<file path="src/rtl/dbss_pkg.sv">
// shared constants, types and codes of the deadline batch-shrink scheduler
`timescale 1ns / 1ps

package dbss_pkg;

    // set capacity and derived count widths
    localparam int MAX_TASKS = 4096;
    localparam int CNT_W     = $clog2(MAX_TASKS + 1);
    localparam int NUM_BATCH = 4;
    localparam int BATCH_W   = 2;
    localparam int TOT_W     = CNT_W + 2;
    localparam int TERM_W    = $clog2(NUM_BATCH + 1);

    // field widths
    localparam int SIZE_W     = 3;
    localparam int TAG_W      = 16;
    localparam int DL_W       = 24;
    localparam int KIND_W     = 2;
    localparam int TIME_W     = 32;
    localparam int SLOPE_W    = 16;
    localparam int OVH_W      = 20;
    localparam int MAP_W      = 9;
    localparam int FLD_W      = 3;
    localparam int PROD_W     = SLOPE_W + CNT_W;
    localparam int ACC_RAW_W  = PROD_W + 3;
    localparam int ACC_W      = (ACC_RAW_W > TIME_W + 1) ? ACC_RAW_W : TIME_W + 1;

    // configuration port
    localparam int CFG_IDX_W  = 3;
    localparam int CFG_DATA_W = 20;

    typedef enum logic [CFG_IDX_W-1:0] {
        CFG_SLOPE_ONE   = 3'd0,
        CFG_SLOPE_TWO   = 3'd1,
        CFG_SLOPE_THREE = 3'd2,
        CFG_SLOPE_FOUR  = 3'd3,
        CFG_OVERHEAD    = 3'd4,
        CFG_SHRINK_MAP  = 3'd5
    } cfg_index_t;

    // register reset values
    localparam logic [SLOPE_W-1:0] SLOPE_ONE_RST   = 16'd102;
    localparam logic [SLOPE_W-1:0] SLOPE_TWO_RST   = 16'd205;
    localparam logic [SLOPE_W-1:0] SLOPE_THREE_RST = 16'd307;
    localparam logic [SLOPE_W-1:0] SLOPE_FOUR_RST  = 16'd410;
    localparam logic [OVH_W-1:0]   OVERHEAD_RST    = 20'd451;
    localparam logic [MAP_W-1:0]   SHRINK_MAP_RST  = 9'd428;

    // result kinds
    typedef enum logic [KIND_W-1:0] {
        KIND_PLACED  = 2'd0,
        KIND_MOVED   = 2'd1,
        KIND_SKIPPED = 2'd2,
        KIND_GAVE_UP = 2'd3
    } event_kind_t;

    typedef struct packed {
        logic [NUM_BATCH-1:0][SLOPE_W-1:0] slope;
        logic [OVH_W-1:0]                  overhead;
        logic [MAP_W-1:0]                  shrink_map;
    } cfg_regs_t;

    typedef logic [NUM_BATCH-1:0][CNT_W-1:0] count_vec_t;

    // estimator status toward the controller
    typedef struct packed {
        logic              done;
        logic [TIME_W-1:0] time_est;
    } est_stat_t;

endpackage

</file>
<file path="src/rtl/dbss_ifs.sv">
// channel interfaces: task input, event output and configuration writes
`timescale 1ns / 1ps

interface dbss_task_if;
    import dbss_pkg::*;

    logic              valid;
    logic              ready;
    logic [SIZE_W-1:0] task_size;
    logic [TAG_W-1:0]  task_tag;
    logic [DL_W-1:0]   task_deadline;
    logic              first_task;

    modport source (output valid, task_size, task_tag, task_deadline, first_task,
                    input ready);
    modport sink   (input valid, task_size, task_tag, task_deadline, first_task,
                    output ready);
endinterface

interface dbss_event_if;
    import dbss_pkg::*;

    logic               valid;
    logic               ready;
    logic [KIND_W-1:0]  event_kind;
    logic [TAG_W-1:0]   event_tag;
    logic [BATCH_W-1:0] from_batch;
    logic [BATCH_W-1:0] to_batch;
    logic [CNT_W-1:0]   moved_count;
    logic [TIME_W-1:0]  total_time;
    logic               last;

    modport source (output valid, event_kind, event_tag, from_batch, to_batch,
                    moved_count, total_time, last,
                    input ready);
    modport sink   (input valid, event_kind, event_tag, from_batch, to_batch,
                    moved_count, total_time, last,
                    output ready);
endinterface

interface dbss_cfg_if;
    import dbss_pkg::*;

    logic                  valid;
    logic                  ready;
    logic [CFG_IDX_W-1:0]  index;
    logic [CFG_DATA_W-1:0] data;

    modport source (output valid, index, data, input ready);
    modport sink   (input valid, index, data, output ready);
endinterface

</file>
<file path="src/rtl/deadline_batch_shrink_scheduler.sv">
// top level of the deadline batch-shrink scheduler
//
//  channel    dir  transaction
//  task_in    in   one image task: size, tag, deadline, first-of-set flag
//  event_out  out  one event: kind, tag, batches, moved count, time, last flag
//  cfg        in   one register write: index and data, never stalled
//
// a placed task runs an estimate and its event; the scan then steps through each
// field from the top batch down, and each move runs another estimate and event; a
// scan with no settling move ends in a gave-up event; each estimate runs four
// multiply-accumulate passes through the one shared multiplier
// task_in is ready only between tasks; the result register lets the next task
// start while the last event of the previous one waits on event_out
// reset loads the register defaults and clears counts, deadline and halt
`timescale 1ns / 1ps

module deadline_batch_shrink_scheduler (
    input  logic         clk,
    input  logic         rst_n,
    dbss_task_if.sink    task_in,
    dbss_event_if.source event_out,
    dbss_cfg_if.sink     cfg
);
    import dbss_pkg::*;

    cfg_regs_t  cfg_regs;
    count_vec_t resident;
    est_stat_t  est_stat;
    logic       est_start;

    // configuration registers
    dbss_cfg u_cfg (
        .clk    (clk),
        .rst_n  (rst_n),
        .cfg_in (cfg),
        .regs   (cfg_regs)
    );

    // shared time estimator
    dbss_est u_est (
        .clk      (clk),
        .rst_n    (rst_n),
        .start    (est_start),
        .cfg      (cfg_regs),
        .resident (resident),
        .stat     (est_stat)
    );

    // sequencer and result register
    dbss_ctrl u_ctrl (
        .clk       (clk),
        .rst_n     (rst_n),
        .task_in   (task_in),
        .event_out (event_out),
        .cfg       (cfg_regs),
        .est_start (est_start),
        .resident  (resident),
        .est       (est_stat)
    );

endmodule

</file>
<file path="src/rtl/dbss_cfg.sv">
// configuration register file: batch slopes, fixed overhead and shrink map
`timescale 1ns / 1ps

module dbss_cfg (
    input  logic                clk,
    input  logic                rst_n,
    dbss_cfg_if.sink            cfg_in,
    output dbss_pkg::cfg_regs_t regs
);
    import dbss_pkg::*;

    cfg_regs_t regs_reg;

    // writes never stall
    assign cfg_in.ready = 1'b1;
    assign regs         = regs_reg;

    // register write decode
    always_ff @(posedge clk or negedge rst_n)
    begin
        if (!rst_n)
        begin
            regs_reg.slope[0]   <= SLOPE_ONE_RST;
            regs_reg.slope[1]   <= SLOPE_TWO_RST;
            regs_reg.slope[2]   <= SLOPE_THREE_RST;
            regs_reg.slope[3]   <= SLOPE_FOUR_RST;
            regs_reg.overhead   <= OVERHEAD_RST;
            regs_reg.shrink_map <= SHRINK_MAP_RST;
        end
        else if (cfg_in.valid)
        begin
            unique case (cfg_index_t'(cfg_in.index))
                CFG_SLOPE_ONE:   regs_reg.slope[0]   <= cfg_in.data[SLOPE_W-1:0];
                CFG_SLOPE_TWO:   regs_reg.slope[1]   <= cfg_in.data[SLOPE_W-1:0];
                CFG_SLOPE_THREE: regs_reg.slope[2]   <= cfg_in.data[SLOPE_W-1:0];
                CFG_SLOPE_FOUR:  regs_reg.slope[3]   <= cfg_in.data[SLOPE_W-1:0];
                CFG_OVERHEAD:    regs_reg.overhead   <= cfg_in.data[OVH_W-1:0];
                CFG_SHRINK_MAP:  regs_reg.shrink_map <= cfg_in.data[MAP_W-1:0];
                default:         ;
            endcase
        end
    end

endmodule

</file>
<file path="src/rtl/dbss_est.sv">
// time estimator: one shared multiplier accumulates slope times resident count
`timescale 1ns / 1ps

module dbss_est (
    input  logic                 clk,
    input  logic                 rst_n,
    input  logic                 start,
    input  dbss_pkg::cfg_regs_t  cfg,
    input  dbss_pkg::count_vec_t resident,
    output dbss_pkg::est_stat_t  stat
);
    import dbss_pkg::*;

    logic              busy_reg;
    logic              pvalid_reg;
    logic              done_reg;
    logic [TERM_W-1:0] term_reg;
    logic [PROD_W-1:0] prod_reg;
    logic [ACC_W-1:0]  acc_reg;
    logic              term_live;
    logic [BATCH_W-1:0] term_idx;

    assign term_live = (term_reg < TERM_W'(NUM_BATCH));
    assign term_idx  = term_reg[BATCH_W-1:0];

    // sequencing over the four batch terms
    always_ff @(posedge clk or negedge rst_n)
    begin
        if (!rst_n)
        begin
            busy_reg   <= 1'b0;
            pvalid_reg <= 1'b0;
            done_reg   <= 1'b0;
            term_reg   <= '0;
        end
        else
        begin
            done_reg <= 1'b0;
            if (start)
            begin
                busy_reg   <= 1'b1;
                pvalid_reg <= 1'b0;
                term_reg   <= '0;
            end
            else if (busy_reg)
            begin
                pvalid_reg <= term_live;
                if (term_live)
                begin
                    term_reg <= term_reg + 1'b1;
                end
                else
                begin
                    busy_reg <= 1'b0;
                    done_reg <= 1'b1;
                end
            end
        end
    end

    // multiply, then accumulate the registered product
    always_ff @(posedge clk)
    begin
        if (busy_reg && term_live)
        begin
            prod_reg <= PROD_W'(cfg.slope[term_idx]) * PROD_W'(resident[term_idx]);
        end
        if (start)
        begin
            acc_reg <= ACC_W'(cfg.overhead);
        end
        else if (busy_reg && pvalid_reg)
        begin
            acc_reg <= acc_reg + ACC_W'(prod_reg);
        end
    end

    // saturate to the result width
    assign stat.done     = done_reg;
    assign stat.time_est = (|acc_reg[ACC_W-1:TIME_W]) ? {TIME_W{1'b1}} : acc_reg[TIME_W-1:0];

endmodule

</file>
<file path="src/rtl/dbss_ctrl.sv">
// sequencer: batch counts, placement, shrink scan and result register
`timescale 1ns / 1ps

module dbss_ctrl (
    input  logic                 clk,
    input  logic                 rst_n,
    dbss_task_if.sink            task_in,
    dbss_event_if.source         event_out,
    input  dbss_pkg::cfg_regs_t  cfg,
    output logic                 est_start,
    output dbss_pkg::count_vec_t resident,
    input  dbss_pkg::est_stat_t  est
);
    import dbss_pkg::*;

    typedef enum logic [4:0] {
        ST_IDLE   = 5'b00001,
        ST_DECIDE = 5'b00010,
        ST_EST    = 5'b00100,
        ST_EMIT   = 5'b01000,
        ST_SCAN   = 5'b10000
    } state_t;

    state_t             state_reg;
    count_vec_t         native_reg;
    count_vec_t         resident_reg;
    logic [DL_W-1:0]    deadline_reg;
    logic               halted_reg;
    logic               est_start_reg;
    logic [BATCH_W-1:0] bi_reg;

    // current task and event under construction
    logic [SIZE_W-1:0]  size_reg;
    logic [TAG_W-1:0]   tag_reg;
    event_kind_t        kind_reg;
    logic [BATCH_W-1:0] from_reg;
    logic [BATCH_W-1:0] to_reg;
    logic [CNT_W-1:0]   mcnt_reg;
    logic [TIME_W-1:0]  time_reg;

    // output register
    logic               out_valid_reg;
    event_kind_t        out_kind_reg;
    logic [TAG_W-1:0]   out_tag_reg;
    logic [BATCH_W-1:0] out_from_reg;
    logic [BATCH_W-1:0] out_to_reg;
    logic [CNT_W-1:0]   out_cnt_reg;
    logic [TIME_W-1:0]  out_time_reg;
    logic               out_last_reg;

    logic [TOT_W-1:0]              total;
    logic                          bad_task;
    logic [BATCH_W-1:0]            place_b;
    logic [NUM_BATCH-1:0][FLD_W-1:0] map_vec;
    logic [FLD_W-1:0]              field;
    logic [BATCH_W-1:0]            tgt;
    logic [CNT_W-1:0]              cnt_sel;
    logic                          no_move;
    logic [TIME_W-1:0]             dl_ext;
    logic                          emit_last;
    logic                          slot_free;

    assign task_in.ready = (state_reg == ST_IDLE);
    assign est_start     = est_start_reg;
    assign resident      = resident_reg;

    assign event_out.valid       = out_valid_reg;
    assign event_out.event_kind  = out_kind_reg;
    assign event_out.event_tag   = out_tag_reg;
    assign event_out.from_batch  = out_from_reg;
    assign event_out.to_batch    = out_to_reg;
    assign event_out.moved_count = out_cnt_reg;
    assign event_out.total_time  = out_time_reg;
    assign event_out.last        = out_last_reg;

    // set occupancy and size check
    assign total = TOT_W'(resident_reg[0]) + TOT_W'(resident_reg[1])
                 + TOT_W'(resident_reg[2]) + TOT_W'(resident_reg[3]);
    assign bad_task = (size_reg == '0) || (size_reg > SIZE_W'(NUM_BATCH))
                    || (total >= TOT_W'(MAX_TASKS));
    assign place_b  = BATCH_W'(size_reg - 1'b1);

    // shrink field of the batch under scan; batch zero never shrinks
    assign map_vec = {cfg.shrink_map, {FLD_W{1'b0}}};
    assign field   = map_vec[bi_reg];
    assign tgt     = field[BATCH_W-1:0];
    assign cnt_sel = native_reg[bi_reg];
    assign no_move = (cnt_sel == '0) || !field[FLD_W-1] || (tgt == bi_reg);

    // whether this event closes the task
    assign dl_ext = TIME_W'(deadline_reg);
    always_comb
    begin
        case (kind_reg)
            KIND_PLACED: emit_last = !(time_reg > dl_ext);
            KIND_MOVED:  emit_last = (time_reg < dl_ext);
            default:     emit_last = 1'b1;
        endcase
    end

    assign slot_free = !out_valid_reg || event_out.ready;

    // control state
    always_ff @(posedge clk or negedge rst_n)
    begin
        if (!rst_n)
        begin
            state_reg     <= ST_IDLE;
            native_reg    <= '0;
            resident_reg  <= '0;
            deadline_reg  <= '0;
            halted_reg    <= 1'b0;
            est_start_reg <= 1'b0;
            bi_reg        <= '0;
            out_valid_reg <= 1'b0;
        end
        else
        begin
            est_start_reg <= 1'b0;
            // the emit state drives the valid flag itself while it loads
            if (event_out.ready && (state_reg != ST_EMIT))
            begin
                out_valid_reg <= 1'b0;
            end
            unique case (state_reg)
                ST_IDLE:
                begin
                    if (task_in.valid)
                    begin
                        if (task_in.first_task)
                        begin
                            native_reg   <= '0;
                            resident_reg <= '0;
                            deadline_reg <= task_in.task_deadline;
                            halted_reg   <= 1'b0;
                        end
                        state_reg <= ST_DECIDE;
                    end
                end
                ST_DECIDE:
                begin
                    if (!halted_reg && !bad_task)
                    begin
                        native_reg[place_b]   <= native_reg[place_b] + 1'b1;
                        resident_reg[place_b] <= resident_reg[place_b] + 1'b1;
                    end
                    est_start_reg <= 1'b1;
                    state_reg     <= ST_EST;
                end
                ST_EST:
                begin
                    if (est.done)
                    begin
                        state_reg <= ST_EMIT;
                    end
                end
                ST_EMIT:
                begin
                    if (slot_free)
                    begin
                        out_valid_reg <= 1'b1;
                        if (kind_reg == KIND_PLACED)
                        begin
                            bi_reg <= BATCH_W'(NUM_BATCH - 1);
                        end
                        state_reg <= emit_last ? ST_IDLE : ST_SCAN;
                    end
                end
                ST_SCAN:
                begin
                    if (bi_reg == '0)
                    begin
                        halted_reg <= 1'b1;
                        state_reg  <= ST_EMIT;
                    end
                    else if (no_move)
                    begin
                        bi_reg <= bi_reg - 1'b1;
                    end
                    else
                    begin
                        native_reg[bi_reg]   <= '0;
                        resident_reg[bi_reg] <= resident_reg[bi_reg] - cnt_sel;
                        resident_reg[tgt]    <= resident_reg[tgt] + cnt_sel;
                        bi_reg               <= bi_reg - 1'b1;
                        est_start_reg        <= 1'b1;
                        state_reg            <= ST_EST;
                    end
                end
                default:
                begin
                    state_reg <= ST_IDLE;
                end
            endcase
        end
    end

    // task and event payload
    always_ff @(posedge clk)
    begin
        unique case (state_reg)
            ST_IDLE:
            begin
                if (task_in.valid)
                begin
                    size_reg <= task_in.task_size;
                    tag_reg  <= task_in.task_tag;
                end
            end
            ST_DECIDE:
            begin
                mcnt_reg <= '0;
                if (halted_reg)
                begin
                    kind_reg <= KIND_GAVE_UP;
                    from_reg <= '0;
                    to_reg   <= '0;
                end
                else if (bad_task)
                begin
                    kind_reg <= KIND_SKIPPED;
                    from_reg <= '0;
                    to_reg   <= '0;
                end
                else
                begin
                    kind_reg <= KIND_PLACED;
                    from_reg <= place_b;
                    to_reg   <= place_b;
                end
            end
            ST_EST:
            begin
                if (est.done)
                begin
                    time_reg <= est.time_est;
                end
            end
            ST_EMIT:
            begin
                if (slot_free)
                begin
                    out_kind_reg <= kind_reg;
                    out_tag_reg  <= tag_reg;
                    out_from_reg <= from_reg;
                    out_to_reg   <= to_reg;
                    out_cnt_reg  <= mcnt_reg;
                    out_time_reg <= time_reg;
                    out_last_reg <= emit_last;
                end
            end
            ST_SCAN:
            begin
                if (bi_reg == '0)
                begin
                    kind_reg <= KIND_GAVE_UP;
                    from_reg <= '0;
                    to_reg   <= '0;
                    mcnt_reg <= '0;
                end
                else if (!no_move)
                begin
                    kind_reg <= KIND_MOVED;
                    from_reg <= bi_reg;
                    to_reg   <= tgt;
                    mcnt_reg <= cnt_sel;
                end
            end
            default: ;
        endcase
    end

    // moved tasks leave only the native part of a batch
    assert property (@(posedge clk) disable iff (!rst_n)
        (native_reg[0] <= resident_reg[0]) && (native_reg[1] <= resident_reg[1])
        && (native_reg[2] <= resident_reg[2]) && (native_reg[3] <= resident_reg[3]))
        else $error("native count exceeds resident count");

    // the set never grows past its capacity
    assert property (@(posedge clk) disable iff (!rst_n)
        total <= TOT_W'(MAX_TASKS))
        else $error("set holds more tasks than its capacity");

    // an exhausted scan halts and reports gave up next
    assert property (@(posedge clk) disable iff (!rst_n)
        (state_reg == ST_SCAN) && (bi_reg == '0)
        |=> (state_reg == ST_EMIT) && (kind_reg == KIND_GAVE_UP) && halted_reg)
        else $error("exhausted shrink scan did not halt");

    // estimates complete only while one is awaited
    assert property (@(posedge clk) disable iff (!rst_n)
        est.done |-> (state_reg == ST_EST))
        else $error("estimate finished outside the wait state");

endmodule

</file>
<file path="src/flat_wrapper.sv">
// flat-port wrapper written by rule: the top's interface ports become plain ports
module deadline_batch_shrink_scheduler_flat import dbss_pkg::*;
  (clk, rst_n, task_in_valid, task_in_task_size, task_in_task_tag, task_in_task_deadline, task_in_first_task, task_in_ready, event_out_valid, event_out_event_kind, event_out_event_tag, event_out_from_batch, event_out_to_batch, event_out_moved_count, event_out_total_time, event_out_last, event_out_ready, cfg_valid, cfg_index, cfg_data, cfg_ready);
  dbss_task_if task_in_i ();
  dbss_event_if event_out_i ();
  dbss_cfg_if cfg_i ();
  input  logic clk;
  input  logic rst_n;
  input wire logic [$bits(task_in_i.valid)-1:0] task_in_valid;
  input wire logic [$bits(task_in_i.task_size)-1:0] task_in_task_size;
  input wire logic [$bits(task_in_i.task_tag)-1:0] task_in_task_tag;
  input wire logic [$bits(task_in_i.task_deadline)-1:0] task_in_task_deadline;
  input wire logic [$bits(task_in_i.first_task)-1:0] task_in_first_task;
  output wire logic [$bits(task_in_i.ready)-1:0] task_in_ready;
  output wire logic [$bits(event_out_i.valid)-1:0] event_out_valid;
  output wire logic [$bits(event_out_i.event_kind)-1:0] event_out_event_kind;
  output wire logic [$bits(event_out_i.event_tag)-1:0] event_out_event_tag;
  output wire logic [$bits(event_out_i.from_batch)-1:0] event_out_from_batch;
  output wire logic [$bits(event_out_i.to_batch)-1:0] event_out_to_batch;
  output wire logic [$bits(event_out_i.moved_count)-1:0] event_out_moved_count;
  output wire logic [$bits(event_out_i.total_time)-1:0] event_out_total_time;
  output wire logic [$bits(event_out_i.last)-1:0] event_out_last;
  input wire logic [$bits(event_out_i.ready)-1:0] event_out_ready;
  input wire logic [$bits(cfg_i.valid)-1:0] cfg_valid;
  input wire logic [$bits(cfg_i.index)-1:0] cfg_index;
  input wire logic [$bits(cfg_i.data)-1:0] cfg_data;
  output wire logic [$bits(cfg_i.ready)-1:0] cfg_ready;
  assign task_in_i.valid = task_in_valid;
  assign task_in_i.task_size = task_in_task_size;
  assign task_in_i.task_tag = task_in_task_tag;
  assign task_in_i.task_deadline = task_in_task_deadline;
  assign task_in_i.first_task = task_in_first_task;
  assign task_in_ready = task_in_i.ready;
  assign event_out_valid = event_out_i.valid;
  assign event_out_event_kind = event_out_i.event_kind;
  assign event_out_event_tag = event_out_i.event_tag;
  assign event_out_from_batch = event_out_i.from_batch;
  assign event_out_to_batch = event_out_i.to_batch;
  assign event_out_moved_count = event_out_i.moved_count;
  assign event_out_total_time = event_out_i.total_time;
  assign event_out_last = event_out_i.last;
  assign event_out_i.ready = event_out_ready;
  assign cfg_i.valid = cfg_valid;
  assign cfg_i.index = cfg_index;
  assign cfg_i.data = cfg_data;
  assign cfg_ready = cfg_i.ready;
  deadline_batch_shrink_scheduler u_core (.clk(clk), .rst_n(rst_n), .task_in(task_in_i), .event_out(event_out_i), .cfg(cfg_i));
endmodule
</file>
<file path="config.mk">
export PLATFORM = sky130hd
export DESIGN_NAME = deadline_batch_shrink_scheduler_flat
export DESIGN_NICKNAME = d
export VERILOG_FILES = /design/src/rtl/dbss_pkg.sv /design/src/rtl/dbss_ifs.sv /design/src/rtl/deadline_batch_shrink_scheduler.sv /design/src/rtl/dbss_cfg.sv /design/src/rtl/dbss_est.sv /design/src/rtl/dbss_ctrl.sv /design/src/flat_wrapper.sv
export SDC_FILE = /design/constraint.sdc
export NUM_CORES = 1
export LEC_CHECK = 0
export BUFFER_PORTS_ARGS = -buffer_cell sky130_fd_sc_hd__buf_2
export CAP_MARGIN = 10
export CORE_MARGIN = 5
export CORE_UTILIZATION = 57
export DETAILED_ROUTE_END_ITERATION = 8
export GPL_TIMING_DRIVEN = 1
export PLACE_DENSITY = 0.78
export RECOVER_POWER = 100
export SLEW_MARGIN = 30
export SYNTH_ARGS = -nofsm -noshare
export SYNTH_HDL_FRONTEND = slang
export SYNTH_SLANG_ARGS = --single-unit
</file>
<file path="constraint.sdc">
create_clock -name clk -period 6.1 [get_ports clk]
set_clock_uncertainty 0.1 [all_clocks]
set_input_delay 0.305 -clock clk [delete_from_list [all_inputs] [get_ports clk]]
set_output_delay 0.305 -clock clk [all_outputs]
set_load 0.05 [all_outputs]
</file>
==> metrics <==
Die W 244 um; Yosys top cell area share 18.0%; status finished with violations; Filler Cell Count 3907; Syn Area/Cell 10.7 um^2; RSZ-0062 raised after global routing yes; Global Route met1 Usage 48.9%; Fmax 0.158 GHz; CTS tree done; global routing's busiest layer met2; Synth Flop Type dfrtp_1; total wire length 105000 um; clock root cell clkbuf_16; DR pass1 iterations 6; worst skew pair latency 0.62 ns; I/O Buffers 141; CTS clk-pin slew, worst paths 0.06 ns; Required @ worst endpoint 6.35 ns; Synth area leaders edfxtp_1 (18%), dfrtp_1 (17%), fa_1 (12%); GR Overflow Total 0; register area share after synthesis 37.9%; Synth area leader edfxtp_1; initial antenna violation count 5; Synth Area in Compound Gates 12.7%; footprint of the multi-input gates 18500 um^2; initial core utilization 57.8%; Inserted Clock Buffers 47; ratio of cells with drive above 1 in the final layout 25.2%; drt wl/cell 25.9 um; max FFs per register 93; global-route wire length before repair 160000 um; Lkg Pwr 16.4 nW; MaxCap Viol Count 7; xor and xnor fraction of the mapped netlist area 2.47%; min Tclk post-route 6.32 ns; Pwr Total 18.9 mW; Vias/cell 6.34; Final Hold Vio Count 0; # clock sinks 437; Mapped Area 31200 um^2; Worst Hold Class in -> reg; Final Max Tran Viols 273; main combinational cell family by area after synthesis adder cells; WS Path Type reg -> reg; top-count cell post-synth inv_1; core area 54000 um^2; Cell Area, Placed 34300 um^2; Die Ht 244 um; synthesized instance count 2915; synthesis-to-layout area growth 21.1%; largest net degree at the start of global routing 130; mux share of post-synthesis cell area 11.0%; GRT Util Overall 34.8%; commonest cells in the netlist inv_1 (321), nand2_1 (268), dfrtp_1 (207); Worst slew margin -208%; endpoints failing setup 9; R2R cell count 25; setup_tns -1.44 ns; hold_ws 0.0102 ns; failing checks max-capacitance violations, max-slew violations, negative setup slack; met2 Use GR 53.1%; CP endpoint kind register; vias in the first global route 26.3k; Reg area 11900 um^2; First DRT Iteration DRCs 2749; H-tree depth 2; DRC 0; slew of the pin with the lowest slew margin 4.63 ns; row count 85; Post-synth EDFFs 187; Synth Area in Adders 18.8%; post-synthesis cell type count 80; Final Wtd Congestion 1.03; Hold Crit Depth 2; YS warnings 0; clk buf depth 3; Startpoint Class register; setup ws final -0.225 ns; maximum VDD drop 0.486 mV; post-synthesis simple-gate area fraction 11.6%; Worst EP arrival 6.58 ns; ANT nets after route 0; I/O pin total 143; cell area after layout 37800 um^2; Yosys reg bits 437; ys async rst share 54.2%; Via Count 25.9k; CP Max Fanout 5; nets 3769; PD cells 501 nW/um^2; syn nets 3347; period utilization 104%; Die ar. 59600 um^2; GRT met3 Usage 9.63%; HPWL after detailed placement 75000 um
repair_timing:
action                                  in CTS  in global routing
pin swaps                                   92                 35
resized for setup                          123                 67
endpoints found under the setup margin      11                 15
endpoints found under the hold margin      197                  0
hold buffers                                61                  0
setup buffers                               38                 22
gates cloned                                 5                  1
area by class of cell:
| type | instances | area share (%) |
|---|---|---|
| Sequential cell | 437 | 31.4 |
| Clock buffer | 55 | 3.27 |
| Antenna cell | 4 | 0.0265 |
| Inverter | 322 | 3.20 |
| Clock inverter | 33 | 1.02 |
| Multi-Input combinational cell | 2033 | 48.9 |
| Timing Repair Buffer | 496 | 9.95 |
| Tap cell | 696 | 2.30 |
path summary, 6_finish.rpt:
kind	from	endpoint	slack (ns)
worst max register to register	u_core.u_est.term_reg[1]$_DFFE_PN0P_	u_core.u_est.prod_reg[28]$_DFFE_PP_	-0.22
worst max-delay path	u_core.u_est.term_reg[1]$_DFFE_PN0P_	u_core.u_est.prod_reg[28]$_DFFE_PP_	-0.22
max in group asynchronous	rst_n	u_core.u_ctrl.est_start$_DFF_PN0_	0.86
worst min-delay path	cfg_data[0]	u_core.u_cfg.regs[0]$_DFFE_PN0P_	0.01
worst min register to register	u_core.u_ctrl.mcnt_reg[12]$_SDFFCE_PN0P_	u_core.u_ctrl.event_out.moved_count[12]$_DFFE_PP_	0.32
min in group asynchronous	rst_n	u_core.u_ctrl.native_reg[19]$_DFFE_PN0P_	1.92
power breakdown:
part	internal, mW	switching [mW]	total, mW	leakage, nW
registers	3.94	0.373	4.31	4.83
logic	5.00	6.59	11.6	10.7
clock network	1.71	1.32	3.02	0.796
metal layers:
layer / up-vias / routed length (um)
met4: 2 / 4070
met1: 13000 / 42800
met5: - / 7
met3: 277 / 12200
met2: 1444 / 46400
li1: 11200 / -
per-stage QoR:
stage / setup WS, ns / std cells / utilization, %
after floorplan: -0.0328 / 2915 / -
after detailed placement: -0.479 / 3857 / 63.5
final: -0.225 / 4076 / 70.0
after global routing: -0.375 / 4074 / 70.0
after CTS: -0.123 / 4049 / 69.3
after global placement: -0.301 / 3855 / 63.4
cells in the final DEF, fill, tap and decap left out, drive strengths merged, types with 15 or more instances in the layout:
cell and instances:
o21a 30, or2 36, xnor2 50, o2bb2ai 59, fa 183, mux2 140, a22o 15, dfstp 30
buf 350, ha 177, o21ai 111, nand2 268, nand3 44, dlygate4sd3 61, a31oi 16, nand4 15
edfxtp 187, xor2 38, nor3 36, a211o 25, and3 16, mux2i 39, nor2 198, a211oi 57
clkinv 17, clkbuf 139, and2 40, a21o 37, nor2b 23, inv 330, dfrtp 207, nand2b 23
mux4 67, nor3b 17, a21oi 115, o211ai 15
worst max-delay path, stage by stage (launching register included):
cell and delay [ns]:
dfrtp_2 0.42, buf_4 0.15, buf_12 0.13, buf_6 0.13, mux2i_4 0.18, nand2_2 0.12
buf_4 0.11, o21a_1 0.14, nand2_1 0.08, fa_1 0.53, fa_1 0.58, inv_2 0.06
fa_1 0.46, fa_1 0.51, inv_1 0.05, fa_1 0.49, inv_2 0.05, ha_4 0.23
or4_1 0.50, o211ai_1 0.14, inv_1 0.11, a21o_1 0.24, a21oi_4 0.23, o31ai_4 0.09
a21oi_2 0.16, xnor2_1 0.07
kinds of logic (layout without fill, tap and decap cells):
logic type	count (synthesis)	after routing
XOR/XNOR	88	88
other	1	5
buffers and inverters	447	906
AND/OR/NAND/NOR	765	765
flip-flops	437	437
adder cells (fa/ha/maj)	360	360
AO/OA/AOI/OAI	573	573
multiplexers	244	246
(Power assumes the default switching activity.)
